File: src/hw/rtl/qty_pkg.sv
// ---------------------------------------------------------------------------
// qty_pkg
// Shared widths, constants, codes and the arctangent table for the
// quaternion-to-yaw pipeline.
// ---------------------------------------------------------------------------
package qty_pkg;

   // quaternion component width, signed q1.15
   localparam int QUAT_W = 16;
   // exact product of two components, units of 2^-30
   localparam int PROD_W = 32;
   // squared norm and both atan2 arguments
   localparam int NORM_W = 34;
   // cordic datapath, room for the quarter turn and the cordic gain
   localparam int CORD_W = 36;
   // angle accumulator, a full turn is 2^32
   localparam int ACC_W  = 32;
   localparam int YAW_W  = 16;
   localparam int TOL_W  = 16;
   localparam int TOL_SHIFT = 14;

   localparam int ATAN_LEN   = 24;
   localparam int ATAN_IDX_W = 5;

   localparam int QTY_CORDIC_STAGES = 16;

   localparam logic signed [NORM_W-1:0] NORM_ONE = NORM_W'(64'sd1073741824);
   localparam logic [TOL_W-1:0]         TOL_RESET = 16'd131;
   localparam logic [ACC_W-1:0]         ACC_QUARTER = 32'h4000_0000;
   localparam logic [ACC_W-1:0]         ACC_MINUS_QUARTER = 32'hC000_0000;

   // result status codes
   localparam logic STATUS_OK       = 1'b0;
   localparam logic STATUS_NOT_NORM = 1'b1;

   // payload carried through the cordic stages
   typedef struct packed {
      logic                     reject;
      logic                     zero;
      logic signed [CORD_W-1:0] cx;
      logic signed [CORD_W-1:0] cy;
      logic [ACC_W-1:0]         acc;
   } stage_data_type;

   // atan(2^-i) in units of 2^-32 turns, truncated
   function automatic logic [ACC_W-1:0] atan_entry(input logic [ATAN_IDX_W-1:0] idx);
      logic [ACC_W-1:0] val;
      case (idx)
         5'd0:    val = 32'd536870912;
         5'd1:    val = 32'd316933405;
         5'd2:    val = 32'd167458907;
         5'd3:    val = 32'd85004756;
         5'd4:    val = 32'd42667331;
         5'd5:    val = 32'd21354465;
         5'd6:    val = 32'd10679838;
         5'd7:    val = 32'd5340245;
         5'd8:    val = 32'd2670163;
         5'd9:    val = 32'd1335086;
         5'd10:   val = 32'd667544;
         5'd11:   val = 32'd333772;
         5'd12:   val = 32'd166886;
         5'd13:   val = 32'd83443;
         5'd14:   val = 32'd41721;
         5'd15:   val = 32'd20860;
         5'd16:   val = 32'd10430;
         5'd17:   val = 32'd5215;
         5'd18:   val = 32'd2607;
         5'd19:   val = 32'd1303;
         5'd20:   val = 32'd651;
         5'd21:   val = 32'd325;
         5'd22:   val = 32'd162;
         5'd23:   val = 32'd81;
         default: val = '0;
      endcase
      return val;
   endfunction

endpackage

File: src/hw/rtl/qty_cordic_stage.sv
// ---------------------------------------------------------------------------
// qty_cordic_stage
// One registered vectoring micro-rotation with a fixed shift.
// ---------------------------------------------------------------------------
module qty_cordic_stage #(
   parameter int STAGE_IDX = 0
) (
   input  logic                     clock,
   input  logic                     reset,
   input  logic                     in_valid,
   output logic                     in_ready,
   input  qty_pkg::stage_data_type  in_data,
   output logic                     out_valid,
   input  logic                     out_ready,
   output qty_pkg::stage_data_type  out_data
);
   import qty_pkg::*;

   logic                     valid_ff;
   stage_data_type           data_ff, data_in;
   logic signed [CORD_W-1:0] cx, cy, dx, dy;
   logic [ACC_W-1:0]         step;

   assign in_ready = !valid_ff || out_ready;

   // rotate towards the x axis by atan(2^-i)
   assign cx   = in_data.cx;
   assign cy   = in_data.cy;
   assign dx   = cy >>> STAGE_IDX;
   assign dy   = cx >>> STAGE_IDX;
   assign step = atan_entry(ATAN_IDX_W'(STAGE_IDX));

   always_comb begin
      data_in = in_data;
      if (cy >= 0) begin
         data_in.cx  = cx + dx;
         data_in.cy  = cy - dy;
         data_in.acc = in_data.acc + step;
      end else begin
         data_in.cx  = cx - dx;
         data_in.cy  = cy + dy;
         data_in.acc = in_data.acc - step;
      end
   end

   always_ff @(posedge clock) begin
      if (reset) begin
         valid_ff <= 1'b0;
      end else if (in_ready) begin
         valid_ff <= in_valid;
      end
      if (in_ready && in_valid) begin
         data_ff <= data_in;
      end
   end

   assign out_valid = valid_ff;
   assign out_data  = data_ff;

endmodule

File: config.mk
export PLATFORM = sky130hd
export DESIGN_NAME = qty_cordic_stage
export DESIGN_NICKNAME = d
export VERILOG_FILES = /design/src/hw/rtl/qty_pkg.sv /design/src/hw/rtl/qty_cordic_stage.sv
export SDC_FILE = /design/constraint.sdc
export NUM_CORES = 1
export LEC_CHECK = 0
export ABC_CLOCK_PERIOD_IN_PS = 3060
export BUFFER_PORTS_ARGS = -buffer_cell sky130_fd_sc_hd__buf_2
export CORE_MARGIN = 3
export CORE_UTILIZATION = 51
export DETAILED_ROUTE_END_ITERATION = 8
export PLACE_DENSITY = 0.79
export SYNTH_ARGS = -nofsm -noshare
export SYNTH_HDL_FRONTEND = slang
export SYNTH_SLANG_ARGS = --single-unit
export TNS_END_PERCENT = 100
File: constraint.sdc
create_clock -name clock -period 3.06 [get_ports clock]
set_input_delay 0.153 -clock clock [delete_from_list [all_inputs] [get_ports clock]]
set_output_delay 0.153 -clock clock [all_outputs]
set_load 0.01 [all_outputs]
# Word level (Yosys, flattened, before mapping)
# Index checks and enable logic that the tools add are counted.
[word_totals] regBits=107 latch_bits=0 ramBits=0 mem_bits_ro=0 output_inout_bits=108 elab_cells=16 memories=0
[classes] add_sub_neg=5 multipliers=0 div_mod_pow=0 n_lt_le_gt_ge=1 n_eq_ne=0 n_shift=0 mux=1 bitwise_logic=0 reduce_logical=3
[ops] cell="$mux 104" count=1
[ops] cell="$sub 36x36->36" count=2
[ops] cell="$add 36x36->36" count=1
[ops] cell="$ge 36x1->1 const B" count=1
[ops] cell="$add 32x30->32 const B" count=1
[ops] cell="$sub 32x30->32 const B" count=1
[ops] cell="$logic_and 1x1->1" count=1
[ops] cell="$logic_not 1->1" count=1
[ops] cell="$logic_or 1x1->1" count=1

# Longest topological paths before layout
[depth] ltp_word=3 ltp_mapped=13 depth_no_buf=12

# Least setup slack after synthesis
# OpenSTA, ideal clock, no wires.
[synth_timing] kind="register -> register" startpoint="register valid_ff (netlist: out_valid)" endpoint="register data_ff (netlist bit out_data[0]), enable pin" arrival_time_ns=2.949 setup_slack_ns=-0.366 stages_incl_launch_ff=3 path_buffers=0 synth_period_minus_slack_ns=3.426 cell_sequence="dfxtp_1 nand2b_1 and2_1"
[synth_via] elab_chain_len=3
[synth_lines] item="from (decl)" line="qty_cordic_stage.sv:19" text="logic valid_ff;"
[synth_lines] item="from (signal assigned)" line="qty_cordic_stage.sv:50" text="valid_ff <= in_valid;"
[synth_lines] item="$logic_not 1->1" line="qty_cordic_stage.sv:24" text="assign in_ready = !valid_ff || out_ready;"
[synth_lines] item="$logic_or 1x1->1" line="qty_cordic_stage.sv:24"
[synth_lines] item="via in_ready" line="qty_cordic_stage.sv:11" text="output logic in_ready,"
[synth_lines] item="$logic_and 1x1->1" line="qty_cordic_stage.sv:52" text="if (in_ready && in_valid) begin"
[synth_lines] item="to (signal assigned)" line="qty_cordic_stage.sv:53" text="data_ff <= data_in;"
[synth_lines] item="to (decl)" line="qty_cordic_stage.sv:20" text="stage_data_type data_ff, data_in;"
# The timed path passes the listed nets, and every way through them passes these cells.
# A chain may end at the register's enable or synchronous reset.

==> results.md <==
* CP required at 3.18 ns
* Max-slew headroom at the worst pin at 0.5349
* DP HPWL at 24570 µm
* Number of cell rows at 49
* Syn Nets at 1307
* Number of synthesized register bits at 106
* Nature of the critical path startpoint: input port
* DRT Pass-1 Iters at 6
* Pwr dens at 416.9 mW/mm²
* Grt total ovfl at 0
* Total CTS buffers at 9
* Final Hold Viols at 0
* Shortest period the worst path allows at 2.852 ns
* Die area at 0.02054 mm²
* Psw at 1.883 mW
* ANT nets after route at 0
* Most frequent cells in the layout: buf_2, a21oi_1, buf_4, inv_1
* Core area at 0.01827 mm²
* Via count at 9792
* Sequential cell area fraction in the yosys report at 0.3299
* Net Sw Frac at 0.3649
* Clock Sinks at 106
* Worst VDD drop at 0.2755 mV
* Die Wd at 143.3 µm
* Wire per inst at 19.51 µm
* Critical path depth in cells at 13
* Post-layout util at 0.6776
* I/O pins at 218
* CTS tree: yes
* Worst EP arrival at 2.97 ns
* Post-Route WL at 32340 µm
* Ys async rst share at 0
* CP max FO at 9
* Yosys cell types at 82
* Filler cell count at 1508
* Crit path capture: out_data[63]$_DFFE_PP_
* Vias in the first global route at 9495
* Max_cap viols at 0
* Outcome: finished, final reports clean
* Biggest cell delay along the critical path at 0.54 ns
* Port-buffer cells at 217
* Fin crit share at 0.9319
* Most used flip-flop cell after synthesis: edfxtp_1
* Slew Viols, Final at 0
* Starting Density at 0.5265
* Combinational share of power at 0.397
* Post-route DRC at 0
* Post-synth EDFFs at 105
* Area of the multi-input gates at 0.005783 mm²
* Reg2Reg Setup Slack at 1.38 ns
* Nets at 1641
* Register area at 0.003173 mm²
* Layout Skew at 0.007235 ns
* CP cell instances: buf_2, inv_1, ha_1, nor2_1, a221oi_1, o31ai_2, a21oi_2, o41ai_4, a2111oi_1, buf_4, or2_1, o311ai_1, xnor2_1
* First-pass GRT wire length at 49360 µm
* RSZ-0062 raised after global routing: false
* Worst-Margin Slew at 0.6912 ns
* Setup slack after layout at 0.2083 ns
* Share of cells above drive strength 1 at 0.2740
* CTS H-tree lvls at 3
* Cell family with most CP delay: compound AO/OA/AOI/OAI gates
* Clock Latency Late Sink at 0.37 ns
* RR Endpoint: out_data[40]$_DFFE_PP_
* CP max stage cell: a221oi_1
* CTS max path bufs at 2
* Commonest non-fill, non-tap cell in the layout: buf_2
* Bufs and invs on worst path at 3
* Clock Tree Root: clkbuf_16
* Clock power share at 0.240
* HP Class: in -> reg
* Routability cong. at 0.9703
* Tot GR Track Use at 0.3023
* Final TNS setup at 0 ns
* Final setup viols at 0
* Antenna violations before repair at 2
* Reg clk slew, reported paths at 0.09 ns
* Largest net degree at the start of global routing at 45
* Vias per inst at 5.906
* Pint at 3.278 mW
* Setup crit end kind: register
* Synthesized area per cell at 8.841 µm²
* Crit path from: in_data[34]
* Post-CTS setup buffers at 0
* Sequential power share at 0.363
* Ys Warns at 0
* Syn-to-layout area delta at 28.69%
* Critical path class: in -> reg
* Leak at 5.663 nW
* Fmax achieved at 350.7 MHz
* Die Span Y at 143.3 µm
* Worst slack at placement at -0.1899 ns
* Post-Synthesis Cells at 1088
* Reg2reg path depth at 3
* Tot Pwr at 5.161 mW
* RR Startpoint: out_valid$_SDFFE_PP0N_
* Iteration-0 DRC Markers at 1026
* Synthesized area at 0.009619 mm²
==> through the flow <==
| stage | instances | hold slack, ns | cell area [µm²] |
|---|---|---|---|
| 2_1_floorplan | 1088 | 0.2221 | 9620 |
| 3_3_place_gp | 1608 | 0.3101 | 11740 |
| 3_5_place_dp | 1608 | 0.3171 | 11740 |
| 4_1_cts | 1656 | 0.02364 | 12370 |
| 5_1_grt | 1658 | 0.04172 | 12380 |
| 6_report | 1658 | 0.03245 | 12380 |
==> worst min-delay path by stage <==
stage                  start                     end  depth (start not counted)
finish              in_valid  out_valid$_SDFFE_PP0N_                          3
global route        in_valid  out_valid$_SDFFE_PP0N_                          3
CTS                 in_valid  out_valid$_SDFFE_PP0N_                          3
detailed placement     reset  out_valid$_SDFFE_PP0N_                          2
global placement       reset  out_valid$_SDFFE_PP0N_                          2
floorplan              reset  out_valid$_SDFFE_PP0N_                          1
==> cells in the mapped netlist (4+ instances only) <==
library cell / number / share of area
inv_1: 115 / 0.045
a31oi_1: 12 / 0.0078
nand4_1: 14 / 0.0091
nand2b_1: 13 / 0.0085
xnor2_1: 57 / 0.052
nor4_1: 10 / 0.0065
mux2i_1: 10 / 0.010
or4_1: 4 / 0.0031
a22oi_1: 4 / 0.0031
edfxtp_1: 105 / 0.33
a21o_1: 17 / 0.013
o22ai_1: 5 / 0.0033
xor2_1: 12 / 0.011
fa_1: 4 / 0.0083
a211oi_1: 8 / 0.0062
nor2b_1: 12 / 0.0078
o31ai_1: 14 / 0.011
nand2_1: 48 / 0.019
a2111oi_0: 4 / 0.0036
o21a_1: 10 / 0.0078
o221a_2: 4 / 0.0047
buf_1: 8 / 0.0031
o211ai_1: 12 / 0.0094
and3_1: 9 / 0.0059
o21ai_0: 75 / 0.039
nand3_1: 22 / 0.011
o221ai_1: 4 / 0.0036
ha_1: 105 / 0.14
buf_2: 4 / 0.0021
clkbuf_1: 38 / 0.015
nor2_1: 71 / 0.028
a21oi_1: 134 / 0.070
o21bai_1: 21 / 0.016
nor3_1: 15 / 0.0078
and2_1: 9 / 0.0059
==> state kept, by name, summed over array words and instances, names as in the netlist <==
signal	cells
out_data	105
out_valid	1
==> routing by layer <==
metal | track usage | vias up | routed length (µm) | part of all wire
li1 | - | 4584 | - | -
met1 | 0.3989 | 4568 | 13150 | 0.41
met2 | 0.5005 | 552 | 15080 | 0.47
met3 | 0.05790 | 88 | 3068 | 0.095
met4 | 0.1046 | 0 | 1042 | 0.032
met5 | 0 | - | 0 | 0
==> power by group through the flow <==
stage | registers (mW) | logic, mW | clock network [mW]
5_1_grt | 1.89 | 2.21 | 1.29
2_1_floorplan | 2.00 | 1.06 | 0
4_1_cts | 1.87 | 2.00 | 1.24
6_report | 1.87 | 2.05 | 1.24
3_5_place_dp | 1.90 | 1.95 | 0
3_3_place_gp | 1.90 | 1.94 | 0
==> worst register-to-register path, cell delays in order (launching register included) <==
cell and delay [ns]:
dfxtp_1 0.32, nand2b_1 0.10, and2_4 0.44, buf_4 0.46
==> area by class of cell <==
| type | instances | area share |
|---|---|---|
| clock buffers | 9 | 0.01819 |
| diodes | 2 | 0.0004043 |
| well taps | 229 | 0.02315 |
| flip-flops and latches | 106 | 0.2563 |
| clock inverters | 7 | 0.006772 |
| inverters | 120 | 0.03639 |
| repair buffers | 376 | 0.1916 |
| multi-input cells | 809 | 0.4672 |
==> logic make-up (layout without fill, tap and decap cells) <==
kind of cell             after synthesis  count (layout)  synth area share
XOR/XNOR                              69              69           0.06283
AO/OA/AOI/OAI                        375             375            0.2525
buffers and inverters                173             512           0.06998
other                                  0               2                 0
flip-flops                           106             106            0.3299
multiplexers                          12              12           0.01275
AND/OR/NAND/NOR                      244             244            0.1272
adder cells (fa/ha/maj)              109             109            0.1449
==> what timing repair did <==
item	in CTS	in global routing
resized for setup	0	1
endpoints found under the hold margin	32	0
hold buffers	32	0
setup endpoints to repair	0	3
No activity file was read; power rests on OpenSTA's default activity.
