**src/hw/rtl/qty_pkg.sv**
```systemverilog
// ---------------------------------------------------------------------------
// qty_pkg
// Shared widths, constants, codes and the arctangent table for the
// quaternion-to-yaw pipeline.
// ---------------------------------------------------------------------------
package qty_pkg;

   // quaternion component width, signed q1.15
   localparam int QUAT_W = 16;
   // exact product of two components, units of 2^-30
   localparam int PROD_W = 32;
   // squared norm and both atan2 arguments
   localparam int NORM_W = 34;
   // cordic datapath, room for the quarter turn and the cordic gain
   localparam int CORD_W = 36;
   // angle accumulator, a full turn is 2^32
   localparam int ACC_W  = 32;
   localparam int YAW_W  = 16;
   localparam int TOL_W  = 16;
   localparam int TOL_SHIFT = 14;

   localparam int ATAN_LEN   = 24;
   localparam int ATAN_IDX_W = 5;

   localparam int QTY_CORDIC_STAGES = 16;

   localparam logic signed [NORM_W-1:0] NORM_ONE = NORM_W'(64'sd1073741824);
   localparam logic [TOL_W-1:0]         TOL_RESET = 16'd131;
   localparam logic [ACC_W-1:0]         ACC_QUARTER = 32'h4000_0000;
   localparam logic [ACC_W-1:0]         ACC_MINUS_QUARTER = 32'hC000_0000;

   // result status codes
   localparam logic STATUS_OK       = 1'b0;
   localparam logic STATUS_NOT_NORM = 1'b1;

   // payload carried through the cordic stages
   typedef struct packed {
      logic                     reject;
      logic                     zero;
      logic signed [CORD_W-1:0] cx;
      logic signed [CORD_W-1:0] cy;
      logic [ACC_W-1:0]         acc;
   } stage_data_type;

   // atan(2^-i) in units of 2^-32 turns, truncated
   function automatic logic [ACC_W-1:0] atan_entry(input logic [ATAN_IDX_W-1:0] idx);
      logic [ACC_W-1:0] val;
      case (idx)
         5'd0:    val = 32'd536870912;
         5'd1:    val = 32'd316933405;
         5'd2:    val = 32'd167458907;
         5'd3:    val = 32'd85004756;
         5'd4:    val = 32'd42667331;
         5'd5:    val = 32'd21354465;
         5'd6:    val = 32'd10679838;
         5'd7:    val = 32'd5340245;
         5'd8:    val = 32'd2670163;
         5'd9:    val = 32'd1335086;
         5'd10:   val = 32'd667544;
         5'd11:   val = 32'd333772;
         5'd12:   val = 32'd166886;
         5'd13:   val = 32'd83443;
         5'd14:   val = 32'd41721;
         5'd15:   val = 32'd20860;
         5'd16:   val = 32'd10430;
         5'd17:   val = 32'd5215;
         5'd18:   val = 32'd2607;
         5'd19:   val = 32'd1303;
         5'd20:   val = 32'd651;
         5'd21:   val = 32'd325;
         5'd22:   val = 32'd162;
         5'd23:   val = 32'd81;
         default: val = '0;
      endcase
      return val;
   endfunction

endpackage

```
**src/hw/rtl/qty_front.sv**
```systemverilog
// ---------------------------------------------------------------------------
// qty_front
// Three-stage front end: component products, norm and atan2 arguments,
// then the tolerance check and the left half plane pre-rotation.
// ---------------------------------------------------------------------------
module qty_front (
   input  logic                                 clock,
   input  logic                                 reset,
   input  logic                                 in_valid,
   output logic                                 in_ready,
   input  logic signed [qty_pkg::QUAT_W-1:0]    quat_x,
   input  logic signed [qty_pkg::QUAT_W-1:0]    quat_y,
   input  logic signed [qty_pkg::QUAT_W-1:0]    quat_z,
   input  logic signed [qty_pkg::QUAT_W-1:0]    quat_w,
   input  logic [qty_pkg::TOL_W-1:0]            tolerance,
   output logic                                 out_valid,
   input  logic                                 out_ready,
   output qty_pkg::stage_data_type              out_data
);
   import qty_pkg::*;

   logic s1_valid_ff, s2_valid_ff, s3_valid_ff;
   logic s1_ready, s2_ready, s3_ready;

   logic signed [PROD_W-1:0] xx_ff, yy_ff, zz_ff, ww_ff, wz_ff, xy_ff;
   logic signed [NORM_W-1:0] n2_ff, num_ff, den_ff;
   logic signed [NORM_W-1:0] n2_in, num_in, den_in;
   stage_data_type           s3_data_ff, s3_data_in;

   logic signed [NORM_W-1:0] dev, lim;
   logic signed [CORD_W-1:0] ax, ay;

   // bubble-collapsing ready chain
   assign s3_ready = !s3_valid_ff || out_ready;
   assign s2_ready = !s2_valid_ff || s3_ready;
   assign s1_ready = !s1_valid_ff || s2_ready;
   assign in_ready = s1_ready;

   // stage 1: squares and cross products
   always_ff @(posedge clock) begin
      if (reset) begin
         s1_valid_ff <= 1'b0;
      end else if (s1_ready) begin
         s1_valid_ff <= in_valid;
      end
      if (s1_ready && in_valid) begin
         xx_ff <= quat_x * quat_x;
         yy_ff <= quat_y * quat_y;
         zz_ff <= quat_z * quat_z;
         ww_ff <= quat_w * quat_w;
         wz_ff <= quat_w * quat_z;
         xy_ff <= quat_x * quat_y;
      end
   end

   // stage 2: squared norm and both atan2 arguments
   assign n2_in  = NORM_W'(xx_ff) + NORM_W'(yy_ff) + NORM_W'(zz_ff) + NORM_W'(ww_ff);
   assign den_in = NORM_W'(xx_ff) + NORM_W'(ww_ff) - NORM_W'(yy_ff) - NORM_W'(zz_ff);
   assign num_in = (NORM_W'(wz_ff) + NORM_W'(xy_ff)) <<< 1;

   always_ff @(posedge clock) begin
      if (reset) begin
         s2_valid_ff <= 1'b0;
      end else if (s2_ready) begin
         s2_valid_ff <= s1_valid_ff;
      end
      if (s2_ready && s1_valid_ff) begin
         n2_ff  <= n2_in;
         num_ff <= num_in;
         den_ff <= den_in;
      end
   end

   // stage 3: tolerance window and quarter turn into the right half plane
   assign dev = n2_ff - NORM_ONE;
   assign lim = NORM_W'({tolerance, {TOL_SHIFT{1'b0}}});
   assign ax  = CORD_W'(den_ff);
   assign ay  = CORD_W'(num_ff);

   always_comb begin
      s3_data_in.reject = (dev > lim) || (dev < -lim);
      s3_data_in.zero   = (den_ff == '0) && (num_ff == '0);
      if (ax < 0) begin
         if (ay >= 0) begin
            s3_data_in.cx  = ay;
            s3_data_in.cy  = -ax;
            s3_data_in.acc = ACC_QUARTER;
         end else begin
            s3_data_in.cx  = -ay;
            s3_data_in.cy  = ax;
            s3_data_in.acc = ACC_MINUS_QUARTER;
         end
      end else begin
         s3_data_in.cx  = ax;
         s3_data_in.cy  = ay;
         s3_data_in.acc = '0;
      end
   end

   always_ff @(posedge clock) begin
      if (reset) begin
         s3_valid_ff <= 1'b0;
      end else if (s3_ready) begin
         s3_valid_ff <= s2_valid_ff;
      end
      if (s3_ready && s2_valid_ff) begin
         s3_data_ff <= s3_data_in;
      end
   end

   assign out_valid = s3_valid_ff;
   assign out_data  = s3_data_ff;

endmodule

```
**config.mk**
```make
export PLATFORM = sky130hd
export DESIGN_NAME = qty_front
export DESIGN_NICKNAME = d
export VERILOG_FILES = /design/src/hw/rtl/qty_pkg.sv /design/src/hw/rtl/qty_front.sv
export SDC_FILE = /design/constraint.sdc
export NUM_CORES = 2
export LEC_CHECK = 0
export ABC_CLOCK_PERIOD_IN_PS = 22800
export BUFFER_PORTS_ARGS = -buffer_cell sky130_fd_sc_hd__buf_4
export CAP_MARGIN = 40
export CORE_ASPECT_RATIO = 1.75
export CORE_MARGIN = 3
export CORE_UTILIZATION = 45
export DETAILED_ROUTE_END_ITERATION = 16
export HOLD_SLACK_MARGIN = 0.05
export PLACE_DENSITY = 0.63
export SLEW_MARGIN = 20
export SYNTH_ARGS = -nofsm -noshare
export SYNTH_HDL_FRONTEND = slang
export SYNTH_SLANG_ARGS = --single-unit
```
**constraint.sdc**
```tcl
create_clock -name clock -period 22.8 [get_ports clock]
set_input_delay 1.14 -clock clock [delete_from_list [all_inputs] [get_ports clock]]
set_output_delay 1.14 -clock clock [all_outputs]
set_load 0.01 [all_outputs]
```
; ---- Word level (Yosys, flattened, before mapping)
; Cells that the tools add are included.
[word_totals]
inputBits = 84
out_inout_bits = 108
regBits = 402
[op_classes]
reduce_logical = 13
n_addsub = 11
mux = 2
n_mul = 6
n_lt_le_gt_ge = 4
[op_table]
columns = cell, n
row1 = 2-to-1 mux 104 bit, 2
row2 = multiplier 16 x 16 -> 32 bit, 6
row3 = adder 32 x 32 -> 33 bit, 3
row4 = negator 34 -> 36 bit, 2
row5 = logical NOT 34 bit, 2
row6 = adder 33 x 32 -> 34 bit, 1
row7 = adder 34 x 32 -> 34 bit, 1
row8 = "greater-or-equal comparator 34 x 1 -> 1 bit, second input constant", 1
row9 = > comparator 34 x 31 -> 1 bit, 1
row10 = "< comparator 34 x 1 -> 1 bit, second input constant", 1
row11 = < comparator 34 bit, 1
row12 = negator 30 -> 34 bit, 1
row13 = subtractor 33 x 32 -> 34 bit, 1
row14 = subtractor 34 x 32 -> 34 bit, 1
row15 = "subtractor 34 x 32 -> 34 bit, second input constant", 1
row16 = logical AND 1 bit, 4
row17 = logical OR 1 bit, 4
row18 = logical NOT 1 bit, 3

; ---- Depth between registers and ports, before layout
[depth]
word_depth = 5
mapped_depth = 27

; ---- Least setup slack after synthesis
; No wires, ideal clock.
[synth_path]
path_type = input to register
start = input port out_ready
end = register ww_ff[0], enable pin
arrival_time_ns = 10.578
path_stages = 2
setup_ns = 0.849
n_path_buf = 0
setup_slack_ns = 11.374
cell_sequence = nor2b_1 > a31oi_1
[synth_between]
elab_chain_len = 4
[synth_rtl]
columns = item, line
row1 = from (decl), qty_front.sv:17  ; input logic out_ready,
row2 = logical OR 1 bit, qty_front.sv:34  ; assign s3_ready = !s3_valid_ff || out_ready;
row3 = logical OR 1 bit, qty_front.sv:35  ; assign s2_ready = !s2_valid_ff || s3_ready;
row4 = logical OR 1 bit, qty_front.sv:36  ; assign s1_ready = !s1_valid_ff || s2_ready;
row5 = logical AND 1 bit, qty_front.sv:46  ; if (s1_ready && in_valid) begin
row6 = to (signal assigned), qty_front.sv:50  ; ww_ff <= quat_w * quat_w;
row7 = to (decl), qty_front.sv:25  ; logic signed [PROD_W-1:0] xx_ff, yy_ff, zz_ff, ww_ff, wz_ff, xy_ff;
; Every way passes these cells.
; A chain may end at the register's enable or synchronous reset.

; ---- Worst setup path after layout
[layout_path]
start = input port quat_x[15] (netlist bit)
end = register xx_ff[30], data pin
[layout_between]
elab_chain_len = 1
[layout_rtl]
columns = item, line
row1 = from (decl), qty_front.sv:11  ; input logic signed [qty_pkg::QUAT_W-1:0] quat_x,
row2 = multiplier 16 x 16 -> 32 bit, qty_front.sv:47  ; xx_ff <= quat_x * quat_x;
row3 = to (signal assigned), qty_front.sv:47
row4 = to (decl), qty_front.sv:25
; Every way passes these cells.

==> impl_results.md <==
- Post-cts gate resize count: 0
- TritonCTS Buffers: 40
- Post-Synth Simple-Gate Area: 10.6%
- H-tree depth: 2
- RSZ-0062 raised after global routing: false
- Yosys warning count: 0
- XOR/XNOR Fraction of Synth Area: 4.74%
- Worst skew pair latency: 0.63 ns
- Post-synthesis cell area: 76900 µm²
- GRT Overall Usage: 23.8%
- Die Ht: 553 µm
- Final WS setup: 14.81 ns
- Final period util: 35.0%
- 1st-iter DRT viols: 2478
- Synthesized area per cell: 9.81 µm²
- First-pass GRT wire length: 324000 µm
- Status: completed
- Top FF cell, synth: edfxtp_1
- Max-cap violation count: 0
- Final core utilization: 48.1%
- Fmax: 0.125 GHz
- Synth-to-Final Area Change: 6.19%
- Clock sink count: 368
- Final TNS setup: 0 ns
- CTS tree: built
- DIE AREA: 176000 µm²
- Final-report max-slew violation count: 0
- Clock Skews: 0.0631 ns
- Top Ports: 192
- Share of the synthesized area in the top cell type: 41.2%
- Minimum clock period after layout: 7.99 ns
- Top-count cell post-synth: inv_1
- Compound-Gate Fraction of Synth Area: 6.94%
- Fillers: 15.8k
- Adder-cell area share of the yosys netlist: 52.2%
- Reg area: 11000 µm²
- Element type at the critical path start: input pin
- Routed Antenna Nets: 0
- # rows: 200
- Initial antenna violation count: 16
- Drt total wl: 206000 µm
- Pre-CTS WS: 14.29 ns
- Post-Syn Instances: 7837
- Hpwl dp: 170000 µm
- GPL Wtd Cong: 0.924
- PortBufs: 161
- Post-DP Area: 80000 µm²
- Measured slew at the worst slew-check pin: 1.03 ns
- Crit path arrival time: 8.35 ns
- Starting density of the core: 45.3%
- Layout cell share with drive strength beyond 1: 4.15%
- Vias/cell: 5.22
- Cell variety after synth: 90
- Worst Path Max Fanout: 31
- Pin count of the biggest net entering global routing: 126
- Router iterations before antenna repair: 6
- Core ar.: 170000 µm²
- Clk slew on worst S/H paths: 0.06 ns
- Commonest cells in the netlist: inv_1, fa_1, ha_1
- Fin nets: 10.2k
- Mux share of post-synthesis cell area: 0.0928%
- Synth top area cells: fa_1, edfxtp_1, ha_1
- Drt drc: 0
- Number of synthesized flops with an enable pin: 365
- Worst Path Required: 23.16 ns
- Die Wd: 318 µm
- CP Class: input pin to register
- Via Count: 52.7k
- Setup Buffers After CTS: 0
- Multi-input gate area: 57400 µm²
- Register area share after synthesis: 14.3%
- Final hold violations: 0
- Routed len/inst: 20.4 µm
- Final Setup Violations: 0
- Clock Tree Root: clkbuf_16
- Grt total ovfl: 0
- Ys async rst share: 0%
- Largest family of logic cells by synthesized area: adder cells
- Yosys reg bits: 368
- Final Cell Area: 81600 µm²
- Post-synth top area cell: fa_1
- CTS max path bufs: 3
- Worst Hold Class: register to register
- Hold_buf cts: 0
- Number of global-route vias before repair: 58.9k
- CP Capture Type: register
- Max_slew headroom: 31.2%
==> cell type report <==
cell class	instances	area share [%]
sequential	368	13.5
inverter	1987	9.14
clock inverter	30	0.592
clock buffer	43	1.24
timing repair buffer	179	1.71
multi-input combinational	5251	70.4
antenna	14	0.0429
tap	2222	3.41
==> routing by layer <==
layer | GRT usage (%) | routed length, µm
met5 | 0 | 84
met4 | 16.1 | 16600
met3 | 2.65 | 8360
met2 | 44.2 | 111000
met1 | 25.1 | 70100
==> worst max-delay path, stage by stage <==
cell and delay (ns):
buf_4 0.36, clkinv_1 0.70, nor2_1 0.32, xnor2_1 0.10, ha_1 0.20, a31o_2 0.22, fa_1 0.48, fa_1 0.53
fa_1 0.43, fa_1 0.49, inv_1 0.05, fa_1 0.48, inv_1 0.04, ha_1 0.32, and3_1 0.24, a221oi_2 0.41
o211a_1 0.21, o31ai_1 0.10, a31oi_1 0.32, o21ai_1 0.18, and4_1 0.25, a2111oi_2 0.44, o21ai_0 0.17, xor2_1 0.16
==> placed cells by master (no fill, tap or decap), types with 19 or more instances in the layout <==
cell and count:
o21a_1 41, edfxtp_1 365, o21ai_0 129, xor2_1 111, and3_1 29, inv_1 1973, conb_1 32, nand3_1 59
nor4_1 19, a31oi_1 24, nor3_1 59, a31o_2 26, buf_4 173, nor2_1 391, nand4_1 20, nand2_1 633
a21oi_1 289, nor2b_1 39, a211oi_1 22, nand2b_1 43, o21bai_1 29, fa_1 1582, a21o_1 121, ha_1 676
clkbuf_16 40, xnor2_1 305, and2_1 363
==> per-stage QoR <==
| step | std cells | hold WS [ns] |
|---|---|---|
| floorplan | 7868 | 0.424 |
| global placement | 10000 | 0.560 |
| CTS | 10100 | 0.585 |
| finish | 10100 | 0.581 |
| global route | 10100 | 0.604 |
| detailed placement | 10000 | 0.570 |
==> final timing paths <==
check / startpoint / to / slack, ns / depth (start not counted)
worst max-delay path: quat_x[15] / xx_ff[30] / 14.81 / 24
worst min-delay path: s1_valid_ff / s2_valid_ff / 0.58 / 2
worst max register to register: zz_ff[9] / den_ff[32] / 17.82 / 13
worst min register to register: s1_valid_ff / s2_valid_ff / 0.58 / 2
==> kinds of logic after synthesis <==
group           after synthesis
buf+inv                    2249
xor+xnor                    416
mux                           7
simple gates               1717
other cells                   1
fa+ha+maj                  2258
flops                       368
compound gates              821
==> state kept, by name, indices dropped and copies added, names as in the netlist <==
register	cells
out_data	76
den_ff	34
n2_ff	34
num_ff	33
wz_ff	32
xy_ff	32
ww_ff	31
xx_ff	31
yy_ff	31
zz_ff	31
out_valid	1
s1_valid_ff	1
s2_valid_ff	1
Power is not shown: default switching activity piles up to over one toggle a cycle in this logic, so the estimate is an artifact.
